### src/sv/mbsp_pkg.sv
// Shared types and constants for the MIDI byte stream parser.
// Used by the front, queue, back and checker modules; no dependencies.
`timescale 1ns / 1ps
`default_nettype none

package mbsp_pkg;

  // result_kind codes on the output tuser
  localparam logic [1:0] KIND_MSG   = 2'd0;
  localparam logic [1:0] KIND_SYSEX = 2'd1;
  localparam logic [1:0] KIND_ERR   = 2'd2;

  // error_flags bits
  localparam logic [1:0] ERR_MSG = 2'b01;
  localparam logic [1:0] ERR_OVF = 2'b10;

  localparam logic [7:0] SX_ABORT = 8'hFF;

  localparam int unsigned OUT_TDATA_W = 40;

  // what closes the run of results caused by one byte
  typedef enum logic [1:0] {
    TAIL_NONE,
    TAIL_MSG,
    TAIL_SYSEX,
    TAIL_ERR
  } tail_e;

  // one queued work record: up to four results, emitted in field order
  typedef struct packed {
    logic       ovf;     // overflow error first
    logic       abrt;    // sysex abort byte
    logic       err;     // message error
    tail_e      tail;
    logic [7:0] status;
    logic [6:0] data1;
    logic [6:0] data2;
    logic [1:0] len;
    logic [7:0] sx;
  } rec_t;

  // pending-result mask, bit 0 goes out first
  function automatic logic [3:0] rec_mask(rec_t r);
    rec_mask = {r.tail != TAIL_NONE, r.err, r.abrt, r.ovf};
  endfunction

endpackage

`default_nettype wire

### src/sv/midi_byte_stream_parser.sv
// An accepted byte is queued as a record, then its first result is registered
// in the output stage. Throughput: one byte per cycle while the record queue
// has room; the back end drains one result per cycle unless the output stalls,
// so a byte yields 1 to 4 results. Bytes that cause no result take no queue slot.
// Reset: queue and output stage empty, parser waits for the first status byte.
// Top level: instantiates mbsp_front, mbsp_fifo and mbsp_back; uses mbsp_pkg.
`timescale 1ns / 1ps
`default_nettype none

module midi_byte_stream_parser #(
  parameter int unsigned FifoDepth = 4
) (
  input  wire logic        clk_i,
  input  wire logic        rst_ni,
  input  wire logic        s_axis_tvalid_i,
  output logic             s_axis_tready_o,
  input  wire logic [7:0]  s_axis_tdata_i,   // [7:0] rx_byte
  input  wire logic        s_axis_tuser_i,   // [0] rx_overflow
  output logic             m_axis_tvalid_o,
  input  wire logic        m_axis_tready_i,
  // [1:0] error_flags, [9:2] msg_status, [16:10] msg_data_first,
  // [23:17] msg_data_second, [25:24] msg_length, [33:26] sysex_value, rest 0
  output logic [mbsp_pkg::OUT_TDATA_W-1:0] m_axis_tdata_o,
  output logic [1:0]       m_axis_tuser_o,   // [1:0] result_kind
  output logic             m_axis_tlast_o
);

  logic           q_push, q_full, q_pop, q_valid;
  mbsp_pkg::rec_t q_rec, q_head;

  mbsp_front u_front (
    .clk_i         (clk_i),
    .rst_ni        (rst_ni),
    .rx_valid_i    (s_axis_tvalid_i),
    .rx_ready_o    (s_axis_tready_o),
    .rx_byte_i     (s_axis_tdata_i),
    .rx_overflow_i (s_axis_tuser_i),
    .q_full_i      (q_full),
    .q_push_o      (q_push),
    .q_rec_o       (q_rec)
  );

  mbsp_fifo #(
    .Depth (FifoDepth)
  ) u_fifo (
    .clk_i      (clk_i),
    .rst_ni     (rst_ni),
    .push_i     (q_push),
    .push_rec_i (q_rec),
    .full_o     (q_full),
    .pop_i      (q_pop),
    .valid_o    (q_valid),
    .head_o     (q_head)
  );

  mbsp_back u_back (
    .clk_i       (clk_i),
    .rst_ni      (rst_ni),
    .q_valid_i   (q_valid),
    .q_head_i    (q_head),
    .q_pop_o     (q_pop),
    .out_valid_o (m_axis_tvalid_o),
    .out_ready_i (m_axis_tready_i),
    .out_data_o  (m_axis_tdata_o),
    .out_kind_o  (m_axis_tuser_o),
    .out_last_o  (m_axis_tlast_o)
  );

endmodule

`default_nettype wire

### src/sv/mbsp_front.sv
// Front end: accepts received bytes, runs the running-status parse state
// and builds one work record per byte. Depends on mbsp_pkg.
`timescale 1ns / 1ps
`default_nettype none

module mbsp_front (
  input  wire logic          clk_i,
  input  wire logic          rst_ni,
  input  wire logic          rx_valid_i,
  output logic               rx_ready_o,
  input  wire logic [7:0]    rx_byte_i,
  input  wire logic          rx_overflow_i,
  input  wire logic          q_full_i,
  output logic               q_push_o,
  output mbsp_pkg::rec_t     q_rec_o
);

  localparam logic [3:0] M_INIT       = 4'd0;
  localparam logic [3:0] M_STATUS     = 4'd1;
  localparam logic [3:0] M_G3_FIRST   = 4'd2;
  localparam logic [3:0] M_G3_RUN     = 4'd3;
  localparam logic [3:0] M_G3_SECOND  = 4'd4;
  localparam logic [3:0] M_G2_FIRST   = 4'd5;
  localparam logic [3:0] M_G2_RUN     = 4'd6;
  localparam logic [3:0] M_SYSEX      = 4'd7;
  localparam logic [3:0] M_SC3_FIRST  = 4'd8;
  localparam logic [3:0] M_SC3_SECOND = 4'd9;
  localparam logic [3:0] M_SC2        = 4'd10;

  localparam logic [7:0] B_SX_START = 8'hF0;
  localparam logic [7:0] B_SX_END   = 8'hF7;
  localparam logic [7:0] B_SONG_POS = 8'hF2;
  localparam logic [7:0] B_MTC      = 8'hF1;
  localparam logic [7:0] B_SONG_SEL = 8'hF3;
  localparam logic [7:0] B_TUNE     = 8'hF6;
  localparam logic [7:0] B_RT_FIRST = 8'hF8;
  localparam logic [3:0] HI_PROG    = 4'hC;
  localparam logic [3:0] HI_PRESS   = 4'hD;
  localparam logic [3:0] HI_SYS     = 4'hF;

  logic [3:0] mode_q, mode_d;
  logic [7:0] status_q, status_d;
  logic [6:0] data1_q, data1_d;
  logic [6:0] data2_q, data2_d;
  logic [1:0] len_q, len_d;

  logic           accept;
  logic           is_st;
  logic           do_new;
  logic           emit_held;
  mbsp_pkg::rec_t rec;

  assign rx_ready_o = !q_full_i;
  assign accept     = rx_valid_i && !q_full_i;
  assign is_st      = rx_byte_i[7];

  always_comb begin
    mode_d    = mode_q;
    status_d  = status_q;
    data1_d   = data1_q;
    data2_d   = data2_q;
    len_d     = len_q;
    do_new    = 1'b0;
    emit_held = 1'b0;
    rec       = '0;
    rec.ovf   = rx_overflow_i;
    rec.tail  = mbsp_pkg::TAIL_NONE;

    if (rx_byte_i >= B_RT_FIRST) begin
      // realtime bypasses parse state
      rec.tail   = mbsp_pkg::TAIL_MSG;
      rec.status = rx_byte_i;
      rec.len    = 2'd1;
    end else begin
      case (mode_q)
        M_INIT: begin
          if (is_st && rx_byte_i != B_SX_END) do_new = 1'b1;
        end
        M_G3_FIRST, M_G3_RUN: begin
          if (is_st) begin
            rec.err = (mode_q == M_G3_FIRST);
            do_new  = 1'b1;
          end else begin
            data1_d = rx_byte_i[6:0];
            mode_d  = M_G3_SECOND;
          end
        end
        M_G3_SECOND: begin
          if (is_st) begin
            rec.err = 1'b1;
            do_new  = 1'b1;
          end else begin
            data2_d   = rx_byte_i[6:0];
            emit_held = 1'b1;
            mode_d    = M_G3_RUN;
          end
        end
        M_G2_FIRST, M_G2_RUN: begin
          if (is_st) begin
            rec.err = (mode_q == M_G2_FIRST);
            do_new  = 1'b1;
          end else begin
            data1_d   = rx_byte_i[6:0];
            emit_held = 1'b1;
            mode_d    = M_G2_RUN;
          end
        end
        M_SYSEX: begin
          if (!is_st) begin
            rec.tail = mbsp_pkg::TAIL_SYSEX;
            rec.sx   = rx_byte_i;
          end else if (rx_byte_i == B_SX_END) begin
            rec.tail = mbsp_pkg::TAIL_SYSEX;
            rec.sx   = B_SX_END;
            mode_d   = M_STATUS;
          end else begin
            rec.abrt = 1'b1;
            rec.err  = 1'b1;
            do_new   = 1'b1;
          end
        end
        M_SC3_FIRST: begin
          if (is_st) begin
            rec.err = 1'b1;
            do_new  = 1'b1;
          end else begin
            data1_d = rx_byte_i[6:0];
            mode_d  = M_SC3_SECOND;
          end
        end
        M_SC3_SECOND, M_SC2: begin
          if (is_st) begin
            rec.err = 1'b1;
            do_new  = 1'b1;
          end else begin
            if (mode_q == M_SC2) data1_d = rx_byte_i[6:0];
            else data2_d = rx_byte_i[6:0];
            emit_held = 1'b1;
            mode_d    = M_STATUS;
          end
        end
        default: begin
          if (is_st) do_new = 1'b1;
          else rec.err = 1'b1;
        end
      endcase

      if (do_new) begin
        status_d = rx_byte_i;
        case (rx_byte_i[7:4])
          HI_PROG, HI_PRESS: begin
            len_d  = 2'd2;
            mode_d = M_G2_FIRST;
          end
          HI_SYS: begin
            case (rx_byte_i)
              B_SX_START: begin
                rec.tail = mbsp_pkg::TAIL_SYSEX;
                rec.sx   = B_SX_START;
                mode_d   = M_SYSEX;
              end
              B_SONG_POS: begin
                len_d  = 2'd3;
                mode_d = M_SC3_FIRST;
              end
              B_MTC, B_SONG_SEL: begin
                len_d  = 2'd2;
                mode_d = M_SC2;
              end
              B_TUNE: begin
                len_d     = 2'd1;
                emit_held = 1'b1;
                mode_d    = M_STATUS;
              end
              default: begin
                // undefined or stray end of sysex
                rec.tail = mbsp_pkg::TAIL_ERR;
                mode_d   = M_STATUS;
              end
            endcase
          end
          default: begin
            len_d  = 2'd3;
            mode_d = M_G3_FIRST;
          end
        endcase
      end

      if (emit_held) begin
        rec.tail   = mbsp_pkg::TAIL_MSG;
        rec.status = status_d;
        rec.data1  = (len_d >= 2'd2) ? data1_d : 7'd0;
        rec.data2  = (len_d == 2'd3) ? data2_d : 7'd0;
        rec.len    = len_d;
      end
    end
  end

  assign q_rec_o  = rec;
  assign q_push_o = accept && (mbsp_pkg::rec_mask(rec) != 4'd0);

  always_ff @(posedge clk_i or negedge rst_ni) begin
    if (!rst_ni) begin
      mode_q   <= M_INIT;
      status_q <= '0;
      data1_q  <= '0;
      data2_q  <= '0;
      len_q    <= '0;
    end else if (accept) begin
      mode_q   <= mode_d;
      status_q <= status_d;
      data1_q  <= data1_d;
      data2_q  <= data2_d;
      len_q    <= len_d;
    end
  end

endmodule

`default_nettype wire

### src/sv/mbsp_fifo.sv
// Short queue of work records between the parser front and the result back.
// Depends on mbsp_pkg.
`timescale 1ns / 1ps
`default_nettype none

module mbsp_fifo #(
  parameter int unsigned Depth = 4
) (
  input  wire logic          clk_i,
  input  wire logic          rst_ni,
  input  wire logic          push_i,
  input  wire mbsp_pkg::rec_t push_rec_i,
  output logic               full_o,
  input  wire logic          pop_i,
  output logic               valid_o,
  output mbsp_pkg::rec_t     head_o
);

  localparam int unsigned PtrW = (Depth > 1) ? $clog2(Depth) : 1;
  localparam int unsigned CntW = $clog2(Depth + 1);
  localparam logic [PtrW-1:0] PtrLast = PtrW'(Depth - 1);
  localparam logic [CntW-1:0] CntFull = CntW'(Depth);

  mbsp_pkg::rec_t mem_q [Depth];
  logic [PtrW-1:0] wr_ptr_q, rd_ptr_q;
  logic [CntW-1:0] cnt_q;
  logic            do_push, do_pop;

  assign full_o  = (cnt_q == CntFull);
  assign valid_o = (cnt_q != '0);
  assign head_o  = mem_q[rd_ptr_q];
  assign do_push = push_i && !full_o;
  assign do_pop  = pop_i && valid_o;

  always_ff @(posedge clk_i) begin
    if (do_push) mem_q[wr_ptr_q] <= push_rec_i;
  end

  always_ff @(posedge clk_i or negedge rst_ni) begin
    if (!rst_ni) begin
      wr_ptr_q <= '0;
      rd_ptr_q <= '0;
      cnt_q    <= '0;
    end else begin
      if (do_push) wr_ptr_q <= (wr_ptr_q == PtrLast) ? '0 : wr_ptr_q + 1'b1;
      if (do_pop) rd_ptr_q <= (rd_ptr_q == PtrLast) ? '0 : rd_ptr_q + 1'b1;
      if (do_push && !do_pop) cnt_q <= cnt_q + 1'b1;
      else if (do_pop && !do_push) cnt_q <= cnt_q - 1'b1;
    end
  end

endmodule

`default_nettype wire

### src/sv/mbsp_back.sv
// Back end: expands queued work records into result beats, one per cycle
// unless the output stalls, through a registered output stage. Depends on mbsp_pkg.
`timescale 1ns / 1ps
`default_nettype none

module mbsp_back (
  input  wire logic                               clk_i,
  input  wire logic                               rst_ni,
  input  wire logic                               q_valid_i,
  input  wire mbsp_pkg::rec_t                     q_head_i,
  output logic                                    q_pop_o,
  output logic                                    out_valid_o,
  input  wire logic                               out_ready_i,
  output logic [mbsp_pkg::OUT_TDATA_W-1:0]        out_data_o,
  output logic [1:0]                              out_kind_o,
  output logic                                    out_last_o
);

  mbsp_pkg::rec_t hold_q, hold_d, src;
  logic [3:0] pend_q, pend_d;
  logic [3:0] src_mask, sel, rem;
  logic       use_hold, adv, fire;

  logic       out_valid_q, out_valid_d;
  logic [mbsp_pkg::OUT_TDATA_W-1:0] out_data_q, out_data_d;
  logic [1:0] out_kind_q, out_kind_d;
  logic       out_last_q, out_last_d;

  logic [1:0] r_flags;
  logic [7:0] r_status, r_sx;
  logic [6:0] r_d1, r_d2;
  logic [1:0] r_len, r_kind;

  always_comb begin
    use_hold = (pend_q != 4'd0);
    src      = use_hold ? hold_q : q_head_i;
    src_mask = use_hold ? pend_q :
               (q_valid_i ? mbsp_pkg::rec_mask(q_head_i) : 4'd0);
    sel      = src_mask & (~src_mask + 4'd1);
    rem      = src_mask & ~sel;
    adv      = !out_valid_q || out_ready_i;
    fire     = adv && (src_mask != 4'd0);
    q_pop_o  = fire && !use_hold;

    pend_d = pend_q;
    hold_d = hold_q;
    if (fire) begin
      pend_d = rem;
      if (!use_hold) hold_d = q_head_i;
    end

    r_kind   = mbsp_pkg::KIND_ERR;
    r_flags  = 2'd0;
    r_status = 8'd0;
    r_d1     = 7'd0;
    r_d2     = 7'd0;
    r_len    = 2'd0;
    r_sx     = 8'd0;
    if (sel[0]) begin
      r_flags = mbsp_pkg::ERR_OVF;
    end else if (sel[1]) begin
      r_kind = mbsp_pkg::KIND_SYSEX;
      r_sx   = mbsp_pkg::SX_ABORT;
    end else if (sel[2]) begin
      r_flags = mbsp_pkg::ERR_MSG;
    end else begin
      case (src.tail)
        mbsp_pkg::TAIL_MSG: begin
          r_kind   = mbsp_pkg::KIND_MSG;
          r_status = src.status;
          r_d1     = src.data1;
          r_d2     = src.data2;
          r_len    = src.len;
        end
        mbsp_pkg::TAIL_SYSEX: begin
          r_kind = mbsp_pkg::KIND_SYSEX;
          r_sx   = src.sx;
        end
        default: r_flags = mbsp_pkg::ERR_MSG;
      endcase
    end

    out_valid_d = out_valid_q;
    out_data_d  = out_data_q;
    out_kind_d  = out_kind_q;
    out_last_d  = out_last_q;
    if (adv) begin
      out_valid_d = (src_mask != 4'd0);
      out_data_d  = {6'd0, r_sx, r_len, r_d2, r_d1, r_status, r_flags};
      out_kind_d  = r_kind;
      out_last_d  = (rem == 4'd0);
    end
  end

  always_ff @(posedge clk_i or negedge rst_ni) begin
    if (!rst_ni) begin
      pend_q      <= '0;
      out_valid_q <= 1'b0;
    end else begin
      pend_q      <= pend_d;
      out_valid_q <= out_valid_d;
    end
  end

  always_ff @(posedge clk_i) begin
    hold_q     <= hold_d;
    out_data_q <= out_data_d;
    out_kind_q <= out_kind_d;
    out_last_q <= out_last_d;
  end

  assign out_valid_o = out_valid_q;
  assign out_data_o  = out_data_q;
  assign out_kind_o  = out_kind_q;
  assign out_last_o  = out_last_q;

endmodule

`default_nettype wire

### config.mk
export PLATFORM = sky130hd
export DESIGN_NAME = midi_byte_stream_parser
export DESIGN_NICKNAME = d
export VERILOG_FILES = /design/src/sv/mbsp_pkg.sv /design/src/sv/midi_byte_stream_parser.sv /design/src/sv/mbsp_front.sv /design/src/sv/mbsp_fifo.sv /design/src/sv/mbsp_back.sv
export SDC_FILE = /design/constraint.sdc
export NUM_CORES = 1
export LEC_CHECK = 0
export BUFFER_PORTS_ARGS = -buffer_cell sky130_fd_sc_hd__buf_2
export CAP_MARGIN = 20
export CORE_MARGIN = 8
export CORE_UTILIZATION = 50
export DETAILED_ROUTE_END_ITERATION = 16
export GPL_ROUTABILITY_DRIVEN = 0
export HOLD_SLACK_MARGIN = 0.06
export PLACE_DENSITY = 0.67
export SYNTH_ARGS = -nofsm -noshare
export SYNTH_HDL_FRONTEND = slang
export SYNTH_SLANG_ARGS = --single-unit
### constraint.sdc
create_clock -name clk_i -period 9.5 [get_ports clk_i]
set_input_delay 1.9 -clock clk_i [delete_from_list [all_inputs] [get_ports clk_i]]
set_output_delay 1.9 -clock clk_i [all_outputs]
set_load 0.05 [all_outputs]
=== Word level (Yosys, flattened, before mapping) ===
Memory sizes are Yosys's and may differ from the RTL's.
Index checks and enable logic that the tools add are counted.
W data, S select, Z words.

* Memories kept: 1
* Bits in writable memories: 148
* Input bits: 13
* Register bits after elaboration: 111
* Output and inout bits: 45

* Order comparisons: 2
* Reductions and logical operators: 39
* Muxes and demuxes: 80
* Eq/ne operators: 32
* Bitwise logic cells: 6
* Add/subtract/negate cells: 5

{| class="wikitable"
|+ Memory list
! name !! words !! width !! read ports !! clocked after memory_dff !! wr ports !! RTL line !! text
|-
| u_fifo.mem_q || 4 || 37 || 1 || 0 || 1 || mbsp_fifo.sv:24 || <nowiki>mbsp_pkg::rec_t mem_q [Depth];</nowiki>
|}

{| class="wikitable"
|+ Operators with widths
! kind !! number
|-
| $mux W8 || 11
|-
| $mux W7 || 8
|-
| $eq A8 B8 Y1 const B || 6
|-
| $mux W4 || 10
|-
| $mux W2 || 17
|-
| $mux W34 || 1
|-
| $pmux W7 S2 || 2
|-
| $mux W26 || 1
|-
| $eq A4 B4 Y1 const B || 6
|-
| $pmux W4 S6 || 1
|-
| $ne A3 B2 Y1 const B || 6
|-
| $mux W1 || 17
|-
| $eq A4 B3 Y1 const B || 4
|-
| $mux W14 || 1
|-
| $reduce_or A2 Y1 || 7
|-
| $pmux W2 S2 || 3
|-
| $pmux W4 S3 || 1
|-
| $reduce_bool A4 Y1 || 3
|-
| $reduce_or A4 Y1 || 3
|-
| $mux W10 || 1
|-
| $reduce_and A10 Y1 || 1
|-
| $reduce_or A5 Y1 || 2
|-
| $logic_and A1 B1 Y1 || 9
|-
| $and A4 B4 Y4 || 2
|-
| other kinds (26) || 41
|}

=== Depth between registers and ports, before layout ===
* Word-level depth: 19
* Mapped depth: 14
* Gate-level depth less buffers: 11

=== Hierarchy ===
A second synthesis with hierarchy kept.

* Cells, all modules: 688
* Area, all modules: 11164.5 um^2

{| class="wikitable"
|+ By module, submodules not included
! module !! cells each !! area an instance (um^2) !! times used
|-
| mbsp_fifo || 230 || 5770.5 || 1
|-
| mbsp_back || 205 || 3245.6 || 1
|-
| mbsp_front || 253 || 2148.3 || 1
|}

=== Worst setup path before layout ===
Ideal clock, no wire load.

* Path kind: input port to flip-flop
* Start: in s_axis_tdata_i[3]
* End: mem u_fifo.mem_q[0][0] (netlist name) (enable)
* Arrival time: 5901 ps
* Stages: 7
* Slack: 3114 ps
* Data required time: 9015 ps
* Cells stage by stage: clkbuf_1 > a31o_2 > a211oi_1 > nor4_1 > and4_1 > buf_2 > nor3b_1

{| class="wikitable"
|+ RTL lines
! element !! RTL line !! text
|-
| from (decl) || midi_byte_stream_parser.sv:17 || <nowiki>input wire logic [7:0] s_axis_tdata_i,</nowiki>
|-
| to (decl) || mbsp_fifo.sv:24 ||
|}

=== Worst setup path after layout ===
* Start: in s_axis_tdata_i[7]
* End: reg u_fifo.cnt_q[1]

* Word-level cells in the longest chain between the ends: 16
* Elaborated cells between the ends (all ways): 47
* Classes of those cells: order compare (1); eq/ne (8); mux (28); reduce/logical (10)

{| class="wikitable"
|+ RTL lines
! element !! RTL line !! text
|-
| $eq A8 B8 Y1 / $ne A8 B8 Y1 (equally long branches) || mbsp_front.sv:112, mbsp_front.sv:77 ||
|-
| $mux W1 (tied with other cells) || mbsp_front.sv:112 || <nowiki>end else if (rx_byte_i == B_SX_END) begin</nowiki>
|-
| $mux W1 (tied with other cells) || mbsp_front.sv:109 || <nowiki>if (!is_st) begin</nowiki>
|-
| $pmux W1 S2 / $mux W2 (equally long branches) || mbsp_front.sv:75 || <nowiki>case (mode_q)</nowiki>
|-
| $mux W1 / $pmux W2 S2 (equally long branches) || mbsp_front.sv:69, mbsp_front.sv:156 ||
|-
| $mux W1 / $mux W2 (equally long branches) || mbsp_front.sv:148, mbsp_front.sv:150 ||
|-
| $mux W1 / $mux W2 (equally long branches) || mbsp_front.sv:69, mbsp_front.sv:148 ||
|-
| $mux W26 || mbsp_front.sv:189 || <nowiki>if (emit_held) begin</nowiki>
|-
| $mux W10 || mbsp_front.sv:69 || <nowiki>if (rx_byte_i >= B_RT_FIRST) begin</nowiki>
|-
| $reduce_bool A2 Y1 || mbsp_pkg.sv:44 || <nowiki>rec_mask = {r.tail != TAIL_NONE, r.err, r.abrt, r.ovf};</nowiki>
|-
| $reduce_bool A4 Y1 * || mbsp_front.sv:200 || <nowiki>assign q_push_o = accept && (mbsp_pkg::rec_mask(rec) != 4'd0);</nowiki>
|-
| $logic_and A1 B1 Y1 * || mbsp_front.sv:200 ||
|-
| $logic_and A1 B1 Y1 * || mbsp_fifo.sv:32 || <nowiki>assign do_push = push_i && !full_o;</nowiki>
|-
| via u_fifo.do_push || mbsp_fifo.sv:27 || <nowiki>logic do_push, do_pop;</nowiki>
|-
| $logic_not A1 Y1 || mbsp_fifo.sv:48 || <nowiki>else if (do_pop && !do_push) cnt_q <= cnt_q - 1'b1;</nowiki>
|-
| $logic_and A1 B1 Y1 || mbsp_fifo.sv:48 ||
|-
| $reduce_bool A2 Y1 (no line) || - ||
|-
| to (signal assigned) || mbsp_fifo.sv:47 || <nowiki>if (do_push && !do_pop) cnt_q <= cnt_q + 1'b1;</nowiki>
|-
| to (signal assigned) || mbsp_fifo.sv:48 ||
|-
| to (decl) || mbsp_fifo.sv:26 || <nowiki>logic [CntW-1:0] cnt_q;</nowiki>
|}

Mark *: on every way through the listed nets, which the timed path passes. The rest lies on a longest branch. The select of a mux whose other input is x is not followed.
A chain may end at the register's enable or synchronous reset.

==> metrics.md <==
| Metric | Value |
|---|---|
| Nets | 766 |
| Slew @ Worst Pin | 0.909 ns |
| CTS clk-pin slew, worst paths | 0.06 ns |
| GRT Total Usage | 16.5% |
| Largest cells by area after synthesis | edfxtp_1 (59%), dfrtp_1 (8.7%), mux4_2 (7.5%) |
| Hold_buf cts | 0 |
| Setup bufs post-CTS | 0 |
| Switch share | 35.4% |
| Internal power | 2.84 mW |
| Initial drt markers | 476 |
| Vias per Instance | 5.97 |
| DIE AREA | 27,400 um2 |
| Register area share after synthesis | 67.5% |
| IO Port Bufs | 51 |
| Routed WL | 22,500 um |
| Net Switching | 1.55 mW |
| Initial antenna violation count | 0 |
| Clk buf depth | 3 |
| Die width | 166 um |
| Fraction of layout instances using a drive strength above 1 | 25.9% |
| Initial core utilization | 51.1% |
| Top-area cell type share of the netlist area | 58.8% |
| Delay-heaviest family, CP | simple AND/OR/NAND/NOR gates |
| Num CTS Buffers | 26 |
| Final non-filler cell total | 1,038 |
| Ys async rst share | 15.1% |
| Util after Layout | 56.8% |
| Sum of buffers and inverters on the critical path | 2 |
| Synthesized area per cell | 16.1 um2 |
| Lkg Pwr | 4.64 nW |
| Status | finished, final reports clean |
| Worst path cell trace | buf_2, and4_1, a31oi_1, o311ai_1, and4_1, nor2_1, ha_1, inv_1, fa_1, mux2_2 |
| Fillers | 1,692 |
| # diodes | 0 |
| Number of synthesized flops with an enable pin | 219 |
| Library cells used by synthesis | 76 |
| Clock share of power | 21.3% |
| Inst Count DP | 995 |
| Die Y | 166 um |
| Yosys top cell by area | edfxtp_1 |
| Crit path arrival time | 4.87 ns |
| Syn-to-layout area delta | 11.3% |
| Tcrit/Tclk final | 47.1% |
| First-pass GRT wire length | 35,300 um |
| Vias in the first global route | 6,313 |
| Max Fclk | 224 MHz |
| Setup crit start kind | primary input |
| Setup violations, final | 0 |
| Post-synth top cells | edfxtp_1 (219), nor2_1 (42), mux2_2 (40), dfrtp_1 (39), mux4_2 (37) |
| Drt wl/cell | 21.6 um |
| Mapped Area | 11,200 um2 |
| Remaining DRCs | 0 |
| Seq pwr share | 41.9% |
| H-tree levels | 1 |
| Combinational share of power | 36.8% |
| Worst reg-to-reg setup slack | 5.81 ns |
| DRT antenna net count | 0 |
| Req. time, crit path | 9.90 ns |
| Yosys warning count | 0 |
| Cells after synthesis | 696 |
| Critical path fanouts, max | 21 |
| Clock Skews | 0.0109 ns |
| Pwr Total | 4.39 mW |
| Worst path most repeated cell | and4_1 |
| Root Buffer | clkbuf_16 |
| # rows | 54 |
| Core Area | 21,900 um2 |
| Final Hold Viols | 0 |
| Dpl hpwl | 14,900 um |
| CTS sink cnt | 258 |
| Via count | 6,192 |
| Largest net degree at the start of global routing | 44 |
| Max Cap Viol | 0 |
| CTS tree | built |
| RSZ-0062 raised after global routing | no |
| I/O Pins | 58 |
| P per Cell Area | 353 nW/um2 |
| FF+latch count, synth | 258 |
| Ys flop type | edfxtp_1 |
| Max Slew Vio Count | 0 |
| Grt total ovfl | 0 |
| Post-cts resize count | 0 |
| Most instantiated library cell after synthesis | edfxtp_1 |
| Largest stage delay on the critical path | 0.48 ns |
| Sum Neg Setup Slack | 0 ns |
| Hold Crit Class | register to register |
| Crit path time final | 4.47 ns |
| Crit path max-delay cell type | and4_1 |
| Drt first pass iters | 5 |
| Slew margin rel. | 39.4% |
| Clk_lat worst skew | 0.52 ns |
| Worst Setup Path Type | primary input to register |
| VDD IR max | 188 uV |
| Crit end category | register |
[flip-flops by register name, indices dropped and copies added, names as in the netlist]
name	flops
u_back.hold_q	34
u_back.out_data_o	34
u_back.out_kind_o	2
u_back.out_last_o	1
u_back.out_valid_o	1
u_back.pend_q	3
u_fifo.cnt_q	3
u_fifo.mem_q	148
u_fifo.rd_ptr_q	2
u_fifo.wr_ptr_q	2
u_front.data1_q	7
u_front.data2_q	7
u_front.len_q	2
u_front.mode_q	4
u_front.status_q	8
[per-stage QoR]
step | hold WS [ns] | worst slack, ns | cell area [um2]
finish | 0.483 | 5.03 | 12400
global route | 0.492 | 4.74 | 12400
CTS | 0.476 | 5.10 | 12400
detailed placement | 0.458 | 4.56 | 11700
global placement | 0.465 | 4.74 | 11700
floorplan | 0.435 | 3.11 | 11200
[power by group through the flow]
stage	Sequential (mW)	Clock (mW)	Combinational, mW
final	1.84	0.936	1.61
after global routing	1.88	0.999	1.75
after CTS	1.84	0.957	1.64
after detailed placement	1.86	0	1.63
after global placement	1.84	0	1.59
after floorplan	2.07	0	1.02
[placed cells by master (no fill, tap or decap), drive strengths merged, types with 24 or more instances in the layout]
cell type,count
clkbuf,33
edfxtp,219
nand2,28
mux4,37
buf,61
o21ai,24
dfrtp,39
nor2,46
and3,27
mux2,55
[worst register-to-register path: stages (launching register included)]
cell      delay [ns]
dfrtp_1         0.72
nand4b_1        0.45
a211oi_1        0.60
nor4_1          0.15
and4_1          0.35
nor2_1          0.15
ha_1            0.21
inv_1           0.07
fa_1            0.44
xor2_1          0.17
nor2_1          0.12
xor2_1          0.17
[per-layer routing]
layer	share of wire (%)	routed length, um	GRT usage [%]
met3	7.0	1560	3.07
met5	0	0	0
met4	2.5	563	4.99
met2	48	10700	26.3
met1	43	9650	22.8
[worst paths after layout]
check,start,end,depth (start not counted)
worst max register to register,u_front.mode_q[2]$_DFFE_PN0P_,u_fifo.cnt_q[2]$_DFFE_PN0P_,11
worst min-delay path,u_front.status_q[7]$_DFFE_PN0P_,u_front.status_q[7]$_DFFE_PN0P_,1
min in group asynchronous,rst_ni,u_front.mode_q[0]$_DFFE_PN0P_,1
worst max-delay path,s_axis_tdata_i[7],u_fifo.cnt_q[1]$_DFFE_PN0P_,10
max in group asynchronous,rst_ni,u_fifo.rd_ptr_q[0]$_DFFE_PN0P_,1
worst min register to register,u_front.status_q[7]$_DFFE_PN0P_,u_front.status_q[7]$_DFFE_PN0P_,1
[area by class of cell]
type / count / area (um2) / area share (%)
clock buffers: 33 / 698 / 5.61
clock inverters: 9 / 76.3 / 0.613
inverters: 17 / 63.8 / 0.513
multi-input cells: 380 / 3370 / 27.1
flip-flops and latches: 258 / 7550 / 60.7
well taps: 280 / 350 / 2.82
repair buffers: 61 / 330 / 2.65
[kinds of logic after synthesis]
group / after synthesis / synth area share (%)
compound gates: 93 / 6.03
xor+xnor: 3 / 0.235
mux: 112 / 14.8
other cells: 1 / 0.0335
simple gates: 157 / 7.58
fa+ha+maj: 9 / 1.07
flops: 258 / 67.5
buf+inv: 63 / 2.74
Note: power is estimated with default switching activity, not from simulation.
